--- src/hdl/albs_pkg.sv ---
// Shared types and codes for the search store block.
// No dependencies; compiled first.
package albs_pkg;

  typedef enum logic [1:0] {
    OP_CLEAR  = 2'd0,
    OP_APPEND = 2'd1,
    OP_LINEAR = 2'd2,
    OP_SORTED = 2'd3
  } op_t;

  typedef enum logic [2:0] {
    ST_DONE     = 3'd0,
    ST_FOUND    = 3'd1,
    ST_NOTFOUND = 3'd2,
    ST_EMPTY    = 3'd3,
    ST_FULL     = 3'd4
  } rsp_code_t;

  typedef enum logic [3:0] {
    S_IDLE,
    S_DISPATCH,
    S_L_RD,
    S_L_CMP,
    S_PIV_RD,
    S_PIV,
    S_SRT_RD,
    S_SRT_CMP,
    S_SRT_WB,
    S_B_INIT,
    S_B_RD,
    S_B_CMP,
    S_FIN
  } state_t;

  typedef enum logic [1:0] {
    RD_I,
    RD_J,
    RD_MID
  } rd_sel_t;

  typedef enum logic [1:0] {
    POS_NONE,
    POS_J,
    POS_MID
  } pos_sel_t;

  typedef struct packed {
    logic      load;
    logic      clr_count;
    logic      append;
    logic      set_i0;
    logic      inc_i;
    logic      set_j_i1;
    logic      set_j0;
    logic      inc_j;
    rd_sel_t   rd_sel;
    logic      ld_pivot;
    logic      swap;
    logic      wb_i;
    logic      bin_init;
    logic      mid_cap;
    logic      bin_lo;
    logic      bin_hi;
    logic      set_res;
    rsp_code_t res_code;
    pos_sel_t  res_pos;
    logic      publish;
  } albs_cmd_t;

  typedef struct packed {
    op_t  op;
    logic empty;
    logic full;
    logic one;
    logic j_last;
    logic i_last;
    logic match;
    logic less_key;
    logic less_piv;
    logic lo_lt_hi;
    logic out_free;
  } albs_stat_t;

endpackage

--- src/hdl/albs_req_if.sv ---
// Request channel: operation and value words with valid/ready.
// Standalone; no package dependency.
interface albs_req_if;
  logic               valid;
  logic               ready;
  logic [1:0]         operation;
  logic signed [31:0] value;

  modport source (output valid, output operation, output value, input ready);
  modport sink (input valid, input operation, input value, output ready);
endinterface

--- src/hdl/albs_rsp_if.sv ---
// Response channel: status and position words with valid/ready.
// Standalone; no package dependency.
interface albs_rsp_if;
  logic       valid;
  logic       ready;
  logic [2:0] status;
  logic [7:0] position;

  modport source (output valid, output status, output position, input ready);
  modport sink (input valid, input status, input position, output ready);
endinterface

--- src/hdl/albs_ctrl.sv ---
// Sequencer for clear, append, linear search, exchange sort and binary search.
// Depends on albs_pkg; drives the datapath through albs_cmd_t.
module albs_ctrl import albs_pkg::*; (
  input  logic       clk,
  input  logic       rst,
  input  logic       in_valid,
  output logic       in_ready,
  input  albs_stat_t stat,
  output albs_cmd_t  cmd
);

  state_t state, state_next;

  always_ff @(posedge clk) begin
    if (rst) begin
      state <= S_IDLE;
    end else begin
      state <= state_next;
    end
  end

  always_comb begin
    state_next = state;
    cmd        = '0;
    in_ready   = 1'b0;
    case (state)
      S_IDLE: begin
        in_ready = 1'b1;
        if (in_valid) begin
          cmd.load   = 1'b1;
          state_next = S_DISPATCH;
        end
      end
      S_DISPATCH: begin
        state_next = S_FIN;
        case (stat.op)
          OP_CLEAR: begin
            cmd.clr_count = 1'b1;
            cmd.set_res   = 1'b1;
            cmd.res_code  = ST_DONE;
          end
          OP_APPEND: begin
            cmd.set_res  = 1'b1;
            cmd.append   = !stat.full;
            cmd.res_code = stat.full ? ST_FULL : ST_DONE;
          end
          OP_LINEAR: begin
            if (stat.empty) begin
              cmd.set_res  = 1'b1;
              cmd.res_code = ST_EMPTY;
            end else begin
              cmd.set_j0 = 1'b1;
              state_next = S_L_RD;
            end
          end
          OP_SORTED: begin
            if (stat.empty) begin
              cmd.set_res  = 1'b1;
              cmd.res_code = ST_EMPTY;
            end else if (stat.one) begin
              state_next = S_B_INIT;
            end else begin
              cmd.set_i0 = 1'b1;
              state_next = S_PIV_RD;
            end
          end
          default: state_next = S_IDLE;
        endcase
      end
      S_L_RD: begin
        cmd.rd_sel = RD_J;
        state_next = S_L_CMP;
      end
      S_L_CMP: begin
        if (stat.match) begin
          cmd.set_res  = 1'b1;
          cmd.res_code = ST_FOUND;
          cmd.res_pos  = POS_J;
          state_next   = S_FIN;
        end else if (stat.j_last) begin
          cmd.set_res  = 1'b1;
          cmd.res_code = ST_NOTFOUND;
          state_next   = S_FIN;
        end else begin
          cmd.inc_j  = 1'b1;
          state_next = S_L_RD;
        end
      end
      S_PIV_RD: begin
        cmd.rd_sel = RD_I;
        state_next = S_PIV;
      end
      S_PIV: begin
        cmd.ld_pivot = 1'b1;
        cmd.set_j_i1 = 1'b1;
        state_next   = S_SRT_RD;
      end
      S_SRT_RD: begin
        cmd.rd_sel = RD_J;
        state_next = S_SRT_CMP;
      end
      S_SRT_CMP: begin
        cmd.swap = stat.less_piv;
        if (stat.j_last) begin
          state_next = S_SRT_WB;
        end else begin
          cmd.inc_j  = 1'b1;
          state_next = S_SRT_RD;
        end
      end
      S_SRT_WB: begin
        cmd.wb_i = 1'b1;
        if (stat.i_last) begin
          state_next = S_B_INIT;
        end else begin
          cmd.inc_i  = 1'b1;
          state_next = S_PIV_RD;
        end
      end
      S_B_INIT: begin
        cmd.bin_init = 1'b1;
        state_next   = S_B_RD;
      end
      S_B_RD: begin
        if (stat.lo_lt_hi) begin
          cmd.rd_sel  = RD_MID;
          cmd.mid_cap = 1'b1;
          state_next  = S_B_CMP;
        end else begin
          cmd.set_res  = 1'b1;
          cmd.res_code = ST_NOTFOUND;
          state_next   = S_FIN;
        end
      end
      S_B_CMP: begin
        if (stat.match) begin
          cmd.set_res  = 1'b1;
          cmd.res_code = ST_FOUND;
          cmd.res_pos  = POS_MID;
          state_next   = S_FIN;
        end else begin
          cmd.bin_lo = stat.less_key;
          cmd.bin_hi = !stat.less_key;
          state_next = S_B_RD;
        end
      end
      S_FIN: begin
        if (stat.out_free) begin
          cmd.publish = 1'b1;
          state_next  = S_IDLE;
        end
      end
      default: state_next = S_IDLE;
    endcase
  end

endmodule

--- src/hdl/albs_dpath.sv ---
// Element store, count, loop indices, search window and response register.
// Depends on albs_pkg; commanded by albs_ctrl.
module albs_dpath import albs_pkg::*; #(
  parameter int CAPACITY = 128
) (
  input  logic               clk,
  input  logic               rst,
  input  albs_cmd_t          cmd,
  output albs_stat_t         stat,
  input  logic [1:0]         operation,
  input  logic signed [31:0] value,
  input  logic               rsp_ready,
  output logic               rsp_valid,
  output logic [2:0]         rsp_status,
  output logic [7:0]         rsp_position
);

  localparam int AW = $clog2(CAPACITY);
  localparam int CW = $clog2(CAPACITY + 1);

  logic signed [31:0] mem [CAPACITY];
  logic signed [31:0] rdata;
  logic signed [31:0] key;
  logic signed [31:0] pivot;
  op_t                op;
  logic [CW-1:0]      count;
  logic [AW-1:0]      i, j, mid;
  logic [CW-1:0]      lo, hi;
  logic [CW-1:0]      mid_w;
  logic [AW-1:0]      ra, wa;
  logic               we;
  logic signed [31:0] wd;
  rsp_code_t          res_code;
  logic [CW-1:0]      res_pos;

  assign mid_w = lo + ((hi - CW'(1) - lo) >> 1);

  always_comb begin
    case (cmd.rd_sel)
      RD_I:    ra = i;
      RD_J:    ra = j;
      RD_MID:  ra = mid_w[AW-1:0];
      default: ra = i;
    endcase
  end

  assign we = cmd.append | cmd.swap | cmd.wb_i;
  assign wa = cmd.append ? count[AW-1:0] : (cmd.swap ? j : i);
  assign wd = cmd.append ? key : pivot;

  always_ff @(posedge clk) begin
    if (we) begin
      mem[wa] <= wd;
    end
    rdata <= mem[ra];
  end

  always_ff @(posedge clk) begin
    if (cmd.load) begin
      op  <= op_t'(operation);
      key <= value;
    end
    if (cmd.ld_pivot || cmd.swap) begin
      pivot <= rdata;
    end
    if (cmd.set_i0) begin
      i <= '0;
    end else if (cmd.inc_i) begin
      i <= i + AW'(1);
    end
    if (cmd.set_j0) begin
      j <= '0;
    end else if (cmd.set_j_i1) begin
      j <= i + AW'(1);
    end else if (cmd.inc_j) begin
      j <= j + AW'(1);
    end
    if (cmd.bin_init) begin
      lo <= '0;
      hi <= count;
    end else if (cmd.bin_lo) begin
      lo <= CW'(mid) + CW'(1);
    end else if (cmd.bin_hi) begin
      hi <= CW'(mid);
    end
    if (cmd.mid_cap) begin
      mid <= mid_w[AW-1:0];
    end
    if (cmd.set_res) begin
      res_code <= cmd.res_code;
      case (cmd.res_pos)
        POS_J:   res_pos <= CW'(j) + CW'(1);
        POS_MID: res_pos <= CW'(mid) + CW'(1);
        default: res_pos <= '0;
      endcase
    end
    if (cmd.publish) begin
      rsp_status   <= res_code;
      rsp_position <= 8'(res_pos);
    end
  end

  always_ff @(posedge clk) begin
    if (rst) begin
      count     <= '0;
      rsp_valid <= 1'b0;
    end else begin
      if (cmd.clr_count) begin
        count <= '0;
      end else if (cmd.append) begin
        count <= count + CW'(1);
      end
      if (cmd.publish) begin
        rsp_valid <= 1'b1;
      end else if (rsp_ready) begin
        rsp_valid <= 1'b0;
      end
    end
  end

  always_comb begin
    stat          = '0;
    stat.op       = op;
    stat.empty    = (count == '0);
    stat.full     = (count == CW'(CAPACITY));
    stat.one      = (count == CW'(1));
    stat.j_last   = (CW'(j) == count - CW'(1));
    stat.i_last   = (CW'(i) + CW'(2) == count);
    stat.match    = (rdata == key);
    stat.less_key = (rdata < key);
    stat.less_piv = (rdata < pivot);
    stat.lo_lt_hi = (lo < hi);
    stat.out_free = !rsp_valid || rsp_ready;
  end

endmodule

--- src/hdl/array_linear_binary_search.sv ---
// Search store: holds up to CAPACITY signed 32-bit words in a memory with
// one write port and one registered read port, and runs clear, append, linear
// search and sort-then-binary-search, one request at a time. A linear search
// reads and then compares each entry that it visits. A sorted search runs an
// exchange sort of the entries (skipped for a single entry), then a binary
// search that reads and then compares one probe at a time. A new request is
// taken while the previous response waits in the output register.
// Depends on albs_pkg, albs_req_if, albs_rsp_if, albs_ctrl and albs_dpath.
module array_linear_binary_search import albs_pkg::*; #(
  parameter int CAPACITY = 128
) (
  input  logic           clk,
  input  logic           rst,
  albs_req_if.sink       req,
  albs_rsp_if.source     rsp
);

  albs_cmd_t  cmd;
  albs_stat_t stat;

  albs_ctrl u_ctrl (
    .clk      (clk),
    .rst      (rst),
    .in_valid (req.valid),
    .in_ready (req.ready),
    .stat     (stat),
    .cmd      (cmd)
  );

  albs_dpath #(
    .CAPACITY (CAPACITY)
  ) u_dpath (
    .clk          (clk),
    .rst          (rst),
    .cmd          (cmd),
    .stat         (stat),
    .operation    (req.operation),
    .value        (req.value),
    .rsp_ready    (rsp.ready),
    .rsp_valid    (rsp.valid),
    .rsp_status   (rsp.status),
    .rsp_position (rsp.position)
  );

endmodule

--- src/flat_wrapper.sv ---
// flat-port wrapper written by rule: the top's interface ports become plain ports
module array_linear_binary_search_flat import albs_pkg::*;
#(
  parameter int CAPACITY = 128
)
  (clk, rst, req_valid, req_operation, req_value, req_ready, rsp_valid, rsp_status, rsp_position, rsp_ready);
  albs_req_if req_i ();
  albs_rsp_if rsp_i ();
  input  logic clk;
  input  logic rst;
  input wire logic [$bits(req_i.valid)-1:0] req_valid;
  input wire logic [$bits(req_i.operation)-1:0] req_operation;
  input wire logic [$bits(req_i.value)-1:0] req_value;
  output wire logic [$bits(req_i.ready)-1:0] req_ready;
  output wire logic [$bits(rsp_i.valid)-1:0] rsp_valid;
  output wire logic [$bits(rsp_i.status)-1:0] rsp_status;
  output wire logic [$bits(rsp_i.position)-1:0] rsp_position;
  input wire logic [$bits(rsp_i.ready)-1:0] rsp_ready;
  assign req_i.valid = req_valid;
  assign req_i.operation = req_operation;
  assign req_i.value = req_value;
  assign req_ready = req_i.ready;
  assign rsp_valid = rsp_i.valid;
  assign rsp_status = rsp_i.status;
  assign rsp_position = rsp_i.position;
  assign rsp_i.ready = rsp_ready;
  array_linear_binary_search #(.CAPACITY(CAPACITY)) u_core (.clk(clk), .rst(rst), .req(req_i), .rsp(rsp_i));
endmodule
--- config.mk ---
export PLATFORM = sky130hd
export DESIGN_NAME = array_linear_binary_search_flat
export DESIGN_NICKNAME = d
export VERILOG_FILES = /design/src/hdl/albs_pkg.sv /design/src/hdl/albs_req_if.sv /design/src/hdl/albs_rsp_if.sv /design/src/hdl/albs_ctrl.sv /design/src/hdl/albs_dpath.sv /design/src/hdl/array_linear_binary_search.sv /design/src/flat_wrapper.sv
export SDC_FILE = /design/constraint.sdc
export NUM_CORES = 2
export LEC_CHECK = 0
export BUFFER_PORTS_ARGS = -buffer_cell sky130_fd_sc_hd__buf_2
export CORE_ASPECT_RATIO = 1.75
export CORE_UTILIZATION = 32
export DETAILED_ROUTE_END_ITERATION = 7
export PLACE_DENSITY = 0.51
export SETUP_SLACK_MARGIN = 0.5
export SLEW_MARGIN = 40
export SYNTH_ARGS = -nofsm -noshare
export SYNTH_HDL_FRONTEND = slang
export SYNTH_SLANG_ARGS = --single-unit
--- constraint.sdc ---
create_clock -name clk -period 9.95 [get_ports clk]
set_input_delay 0 -clock clk [delete_from_list [all_inputs] [get_ports clk]]
set_output_delay 0 -clock clk [all_outputs]
set_load 0.02 [all_outputs]
* Word level (Yosys, flattened, before mapping)
Memories as Yosys holds them, arrays and structs flattened. A register that Yosys moved wholly into a read port is not among the register bits.
Cells that the tools add are included.
** Storage, ports and cells
- Bits in registers :: 138
- Bits in latches :: 0
- RAM bits :: 4096
- ROM bits :: 0
- Input bits :: 38
- Memories :: 1
** Operators by class
- Add/sub/neg operators :: 10
- Multiply operators :: 0
- Divide/modulo/power cells :: 0
- $lt $le $gt $ge :: 3
- Equal/unequal tests :: 27
- Shift-type cells :: 0
- Multiplexer cells :: 66
- Bitwise operators :: 2
- Reductions and logical operators :: 16
** Memory list
- u_core.u_dpath.mem :: depth 128, width 32, read ports 1, clocked after Yosys merged registers in 1, wr ports 1, RTL line albs_dpath.sv:21 : logic signed [31:0] mem [CAPACITY];
** Operator list (count)
- 32-bit less-than comparator :: 2
- 4-bit 2-to-1 mux :: 13
- 4-bit case mux with 13 select lines :: 1
- 32-bit == test :: 1
- 32-bit 2-to-1 mux :: 1
- 1-bit 2-to-1 mux :: 28
- 7-bit 2-to-1 mux :: 4
- 8-bit 2-to-1 mux :: 3
- 4-bit == test, second input constant :: 5
- 7-bit by 1-bit adder with 8-bit output, second input constant :: 2
- 4-bit by 3-bit == test with 1-bit output, second input constant :: 4
- 4-bit case mux with 4 select lines :: 1
- 8-bit case mux with 2 select lines :: 1
- 8-bit by 1-bit subtractor with 8-bit output, second input constant :: 2
- 7-bit by 1-bit adder with 7-bit output, second input constant :: 2
- 7-bit case mux with 2 select lines :: 1
- 3-bit 2-to-1 mux :: 4
- 4-bit case mux with 3 select lines :: 1
- 7-bit by 2-bit adder with 8-bit output, second input constant :: 1
- 8-bit by 1-bit adder with 8-bit output, second input constant :: 1
- 2-bit == test, second input constant :: 4
- 4-bit by 2-bit == test with 1-bit output, second input constant :: 2
- 7-bit by 8-bit == test with 1-bit output :: 1
- 8-bit by 1-bit == test with 1-bit output, second input constant :: 1
- 23 further kinds :: 38

* Longest topological paths before layout
- Depth after elaboration :: 9
- Mapped depth :: 24
- Mapped depth without buffers :: 18

* Hierarchy
From an unflattened synthesis, not the netlist that was laid out.
** Second synthesis, totals
- Cell total of the unflattened synthesis :: 11474
- Area, all modules :: 169676.5 um2
** Modules (own cells, without submodules)
- albs_dpath :: times used 1, cells an instance 11381, area each 169070.9 um2, seq. area each 127352.1 um2
- albs_ctrl :: times used 1, cells an instance 93, area each 605.6 um2, seq. area each 80.1 um2

* Worst setup path before layout
No wires, ideal clock.
- Kind :: register to register
- Start point :: register u_core.u_dpath.count[3]
- End point :: memory u_core.u_dpath.mem[0][1] (data pin)
- Arrival :: 6874 ps
- Data required time :: 8752 ps
- Setup slack :: 1879 ps
- Cell stages (with the launch flop) :: 9
- Buffers on the path :: 4
- Clock period less this slack :: 8071 ps
- Cell sequence :: dfxtp_1 > clkbuf_1 > or4_4 > nor2_2 > a311oi_2 > buf_2 > buf_1 > buf_1 > o21ai_0
** On the way
- Longest elaborated chain between the ends :: 5
** Ends and longest elaborated chain
- start, declared :: RTL line albs_dpath.sv:26 : logic [CW-1:0] count;
- start signal, assigned :: RTL line albs_dpath.sv:111 : count <= count + CW'(1);
- 8-bit == test :: RTL line albs_dpath.sv:125 : stat.full = (count == CW'(CAPACITY));
- 1-bit logical NOT :: RTL line albs_ctrl.sv:44 : cmd.append = !stat.full;
- 1-bit 2-to-1 mux :: RTL line albs_ctrl.sv:36 : case (stat.op)
- 3-bit 2-to-1 mux :: RTL line albs_ctrl.sv:26 : case (state)
- 32-bit 2-to-1 mux :: RTL line albs_dpath.sv:49 : assign wd = cmd.append ? key : pivot;
- net u_core.u_dpath.wd[1] :: RTL line albs_dpath.sv:32 : logic signed [31:0] wd;
- end, declared :: RTL line albs_dpath.sv:21
The timed path passes the listed nets, and every way through them passes these cells.

* Worst setup path after layout
- Start point :: register u_core.u_dpath.lo[1]
- End point :: register u_core.u_dpath.rdata[19], read port of u_core.u_dpath.mem
** On the way
- Longest elaborated chain between the ends :: 5
** Ends and longest elaborated chain
- start, declared :: RTL line albs_dpath.sv:28 : logic [CW-1:0] lo, hi;
- start signal, assigned :: RTL line albs_dpath.sv:82 : lo <= CW'(mid) + CW'(1);
- branches (longest 4 deep; another with 8-bit subtractor)
- 7-bit case mux with 2 select lines * :: RTL line albs_dpath.sv:39 : case (cmd.rd_sel)
- end, declared :: RTL line albs_dpath.sv:22 : logic signed [31:0] rdata;
Every way passes the cells marked *.
A chain may end at the register's enable or synchronous reset.

==> impl_metrics.yaml <==
worst_setup_path:
  worst-endpoint-arrival_ns: 7.99
  critical_path_class: "reg -> reg"
  cp-startpoint: "u_core.u_dpath.lo[1]$_SDFFE_PP0N_"
  rr_startpoint: "u_core.u_dpath.lo[1]$_SDFFE_PP0N_"
  critPathMaxFanout: 135
  worst_ep_required_time_ns: 10.77
  worstSetupStartpointType: "flip-flop"
  worstSetupEndpointType: "flip-flop"
synth:
  synth_edf_count: 4199
  post-synth-top-area-fraction_pct: 71.4
  postSynth.topFlopCell: "sky130_fd_sc_hd__edfxtp_1"
  synth_top_area_cell: "sky130_fd_sc_hd__edfxtp_1"
  yosysSeqAreaShare_pct: 72.2
  compound_gate_fraction_of_synth_area_pct: 8.82
  synth-async-reset-ratio_pct: 0
  synth_mux_area_share_pct: 3.42
  synth-seq-cells: 4266
  avgSynthCellArea_sq_um: 13.7
  synth.cell_area_sq_um: 177000
  synthesized_area_fraction_occupied_by_adder_cells_pct: 0.682
  netlist_top_cells_area: "sky130_fd_sc_hd__edfxtp_1 (71%), sky130_fd_sc_hd__nand2_1 (4.5%), sky130_fd_sc_hd__o211ai_1 (4.4%)"
  ys_types: 74
  post_synth_net_total: 13100
  synth_top_family_by_area: "simple AND/OR/NAND/NOR gates"
  yosysWarningCount: 0
  synth_xor_area_share_pct: 0.238
  synth_simple_gate_area_share_pct: 11.0
  number_of_instances_in_the_synthesized_netlist: 12900
cts:
  cts_htree_levels: 5
  worst_path_clk_slew_ns: 0.06
  cts-resized-gates: 0
  ctsHoldBuffers: 75
  post_cts.repair.setup_buffers: 0
  clkSinkCount: 4266
  ctsRootBufferMaster: "sky130_fd_sc_hd__clkbuf_16"
  clk-insertion-delay-late_ns: 0.99
  cts_tree: "built"
  tritoncts.num_buffers: 394
  cts-root-to-sink-buffers: 4
pwr:
  static-leakage-power_nw: 65.0
  maximum_vdd_ir_drop_mv: 0.256
  power_density_nw_per_um2: 292
finish:
  final_common_cell: "sky130_fd_sc_hd__edfxtp_1"
  flow.area_growth_from_synthesis_pct: 15.2
  layout.nets: 13000
  post_route_cells_drive_above_1_share_pct: 14.4
  most_used_cells_in_the_layout_excluding_fill_and_tap_cells: "sky130_fd_sc_hd__edfxtp_1 (4199), sky130_fd_sc_hd__nand2_1 (2123), sky130_fd_sc_hd__nand3_1 (1535)"
  final_core_util_pct: 37.0
timing:
  worst_clock_skew_ns: 0.0700
  report.final.hold_viol_count: 0
  final.hold.worst_slack_ns: 0.208
  max_clock_freq_ghz: 0.139
  min_period_over_period_pct: 72.1
  slew_viol_final: 0
  setup-violations-final: 0
  worst_slew_pin_slew_ns: 1.11
  grt_setup_unrepaired: "no"
  max_slew_margin_pct: 25.8
  finalWorstPathRequiredPeriod_ns: 7.17
  final.setup.tns_ns: 0
detailed_routing:
  final_antenna_net_count: 0
  detailroute.via_count: 114000
  detail_routed_via_count_per_cell: 5.48
  firstDrtPassIters: 8
  dr.first_iter.drc_count: 12000
  drcViolationCount: 0
  drt-total-wl_um: 602000
  detail_route.wl_per_cell_um: 28.9
die:
  dieArea_sq_um: 555000
  top_level_ports: 51
  chipWidth_um: 563
  starting_density_pct: 32.2
  core_area_sq_um: 549000
  fp.dieH_um: 985
  fp-row-count: 360
job:
  max-cap-violations: 0
place:
  place.gp.congestion: 0.874
  io_buffers: 50
  place_hpwl_um: 328000
global_routing:
  antenna_found_initial: 75
  grt_start_max_net_pins: 156
  grt_pass1_vias: 111000
  grt_pass1_wl_um: 843000
  overflow: 0
  grt.total_usage_pct: 21.1
worst_hold_path:
  worstHoldStart: "rsp_ready"
  tightest_hold_check_type: "in -> reg"
run_status:
  run_status: "completed"
-- flip-flops by register name, indices dropped and copies added, names as in the netlist --
name / count
u_core.u_dpath.pivot: 32
u_core.u_dpath.key: 32
u_core.u_dpath.i: 7
u_core.u_dpath.rdata: 32
u_core.u_dpath.rsp_status: 3
u_core.u_dpath.j: 7
u_core.u_dpath.res_code: 3
u_core.u_dpath.rsp_position: 8
u_core.u_dpath.mem: 4096
u_core.u_dpath.hi: 8
u_core.u_dpath.mid: 7
u_core.u_dpath.count: 8
u_core.u_dpath.op: 2
u_core.u_dpath.res_pos: 8
u_core.u_ctrl.state: 4
u_core.u_dpath.lo: 8
u_core.u_dpath.rsp_valid: 1
-- synthesized netlist by cell type (5+ instances only) --
cell                        instances
sky130_fd_sc_hd__xnor2_1           30
sky130_fd_sc_hd__o21ai_0           68
sky130_fd_sc_hd__nor2b_1           11
sky130_fd_sc_hd__buf_1             72
sky130_fd_sc_hd__or3_1              7
sky130_fd_sc_hd__and3_1            11
sky130_fd_sc_hd__nor2_1            63
sky130_fd_sc_hd__xor2_1            18
sky130_fd_sc_hd__o211ai_1        1032
sky130_fd_sc_hd__a21o_1            13
sky130_fd_sc_hd__or4_1             32
sky130_fd_sc_hd__a211oi_1         152
sky130_fd_sc_hd__o211a_1            9
sky130_fd_sc_hd__nand4_1          150
sky130_fd_sc_hd__nand2b_1          12
sky130_fd_sc_hd__buf_2            106
sky130_fd_sc_hd__dfxtp_1           67
sky130_fd_sc_hd__ha_1              93
sky130_fd_sc_hd__inv_1            620
sky130_fd_sc_hd__o2111ai_1        512
sky130_fd_sc_hd__mux2i_1           20
sky130_fd_sc_hd__a21oi_1          166
sky130_fd_sc_hd__a31oi_1           10
sky130_fd_sc_hd__or2_2              6
sky130_fd_sc_hd__o21a_1            12
sky130_fd_sc_hd__o21ai_1            5
sky130_fd_sc_hd__nor4_1            54
sky130_fd_sc_hd__and2_1             8
sky130_fd_sc_hd__nand2_1         2125
sky130_fd_sc_hd__nand3_1         1541
sky130_fd_sc_hd__a22oi_1            9
sky130_fd_sc_hd__clkbuf_1         862
sky130_fd_sc_hd__mux2_2           517
sky130_fd_sc_hd__a2111oi_0         14
sky130_fd_sc_hd__and4_1           126
sky130_fd_sc_hd__a211o_1            7
sky130_fd_sc_hd__edfxtp_1        4199
sky130_fd_sc_hd__nor3_1           100
-- final cells by class --
| type | count | area, sq um |
|---|---|---|
| inverter | 620 | 2330 |
| antenna | 416 | 1040 |
| clock buffer | 487 | 10300 |
| sequential | 4266 | 127000 |
| fill | 52000 | 346000 |
| multi-input combinational | 6992 | 45000 |
| clock inverter | 228 | 2240 |
| tap | 7240 | 9060 |
| timing repair buffer | 599 | 5910 |
-- worst max-delay path, stage by stage (launching register included) --
cell and delay [ns]:
sky130_fd_sc_hd__dfxtp_1 0.38, sky130_fd_sc_hd__inv_1 0.13, sky130_fd_sc_hd__ha_1 0.33, sky130_fd_sc_hd__a21oi_1 0.13
sky130_fd_sc_hd__nor2b_1 0.06, sky130_fd_sc_hd__o21ai_0 0.15, sky130_fd_sc_hd__a21oi_1 0.11, sky130_fd_sc_hd__o41ai_1 0.30
sky130_fd_sc_hd__nand2_1 0.25, sky130_fd_sc_hd__ha_4 0.80, sky130_fd_sc_hd__nand2b_4 0.53, sky130_fd_sc_hd__o21ai_4 0.43
sky130_fd_sc_hd__buf_16 0.22, sky130_fd_sc_hd__buf_4 0.27, sky130_fd_sc_hd__buf_12 0.47, sky130_fd_sc_hd__mux2_2 0.42
sky130_fd_sc_hd__o2111ai_1 0.24, sky130_fd_sc_hd__nand4_1 0.27, sky130_fd_sc_hd__a21oi_1 0.53, sky130_fd_sc_hd__a211oi_4 0.08
sky130_fd_sc_hd__buf_6 0.20, sky130_fd_sc_hd__or4_1 0.51
-- stage by stage --
step | setup slack [ns] | instances | power [mW] | instance area, sq um
5_1_grt | 2.57 | 20800 | 61.6 | 203000
3_3_place_gp | 1.56 | 19600 | 43.9 | 187000
3_5_place_dp | 2.81 | 19600 | 44.3 | 188000
2_1_floorplan | 1.88 | 12900 | 35.0 | 177000
4_1_cts | 2.79 | 20400 | 59.4 | 202000
6_report | 2.78 | 20800 | 59.4 | 203000
-- cell families after synthesis --
family	count (synthesis)
AOI/OAI and AO/OA	2054
buffers and inverters	1662
muxes	538
and+or+nand+nor	4257
adders and majority gates	95
DFF	4266
xor gates and xnor gates	48
-- path summary, 6_finish.rpt --
check             slack [ns]                                        to  cells after the start
setup / recovery        2.78          u_core.u_dpath.rdata[19]$_DFF_P_                     21
hold / removal          0.21       u_core.u_ctrl.state[3]$_SDFFE_PP0P_                      6
setup reg to reg        2.78          u_core.u_dpath.rdata[19]$_DFF_P_                     21
hold reg to reg         0.43  u_core.u_dpath.rsp_position[1]$_DFFE_PP_                      0
-- routing by layer --
layer	part of all wire [%]	vias to the layer above	GRT usage, %
met1	39	59500	26.0
met2	50	4130	36.1
li1	-	49700	-
met4	5.5	8	11.9
met3	5.6	909	2.05
met5	0.0071	-	0
-- power by group --
group	switching [mW]	internal [mW]
Sequential	0.472	21.1
Combinational	16.4	6.37
Clock	6.95	8.18
Total	23.8	35.6
No activity file was read; power rests on OpenSTA's default activity.
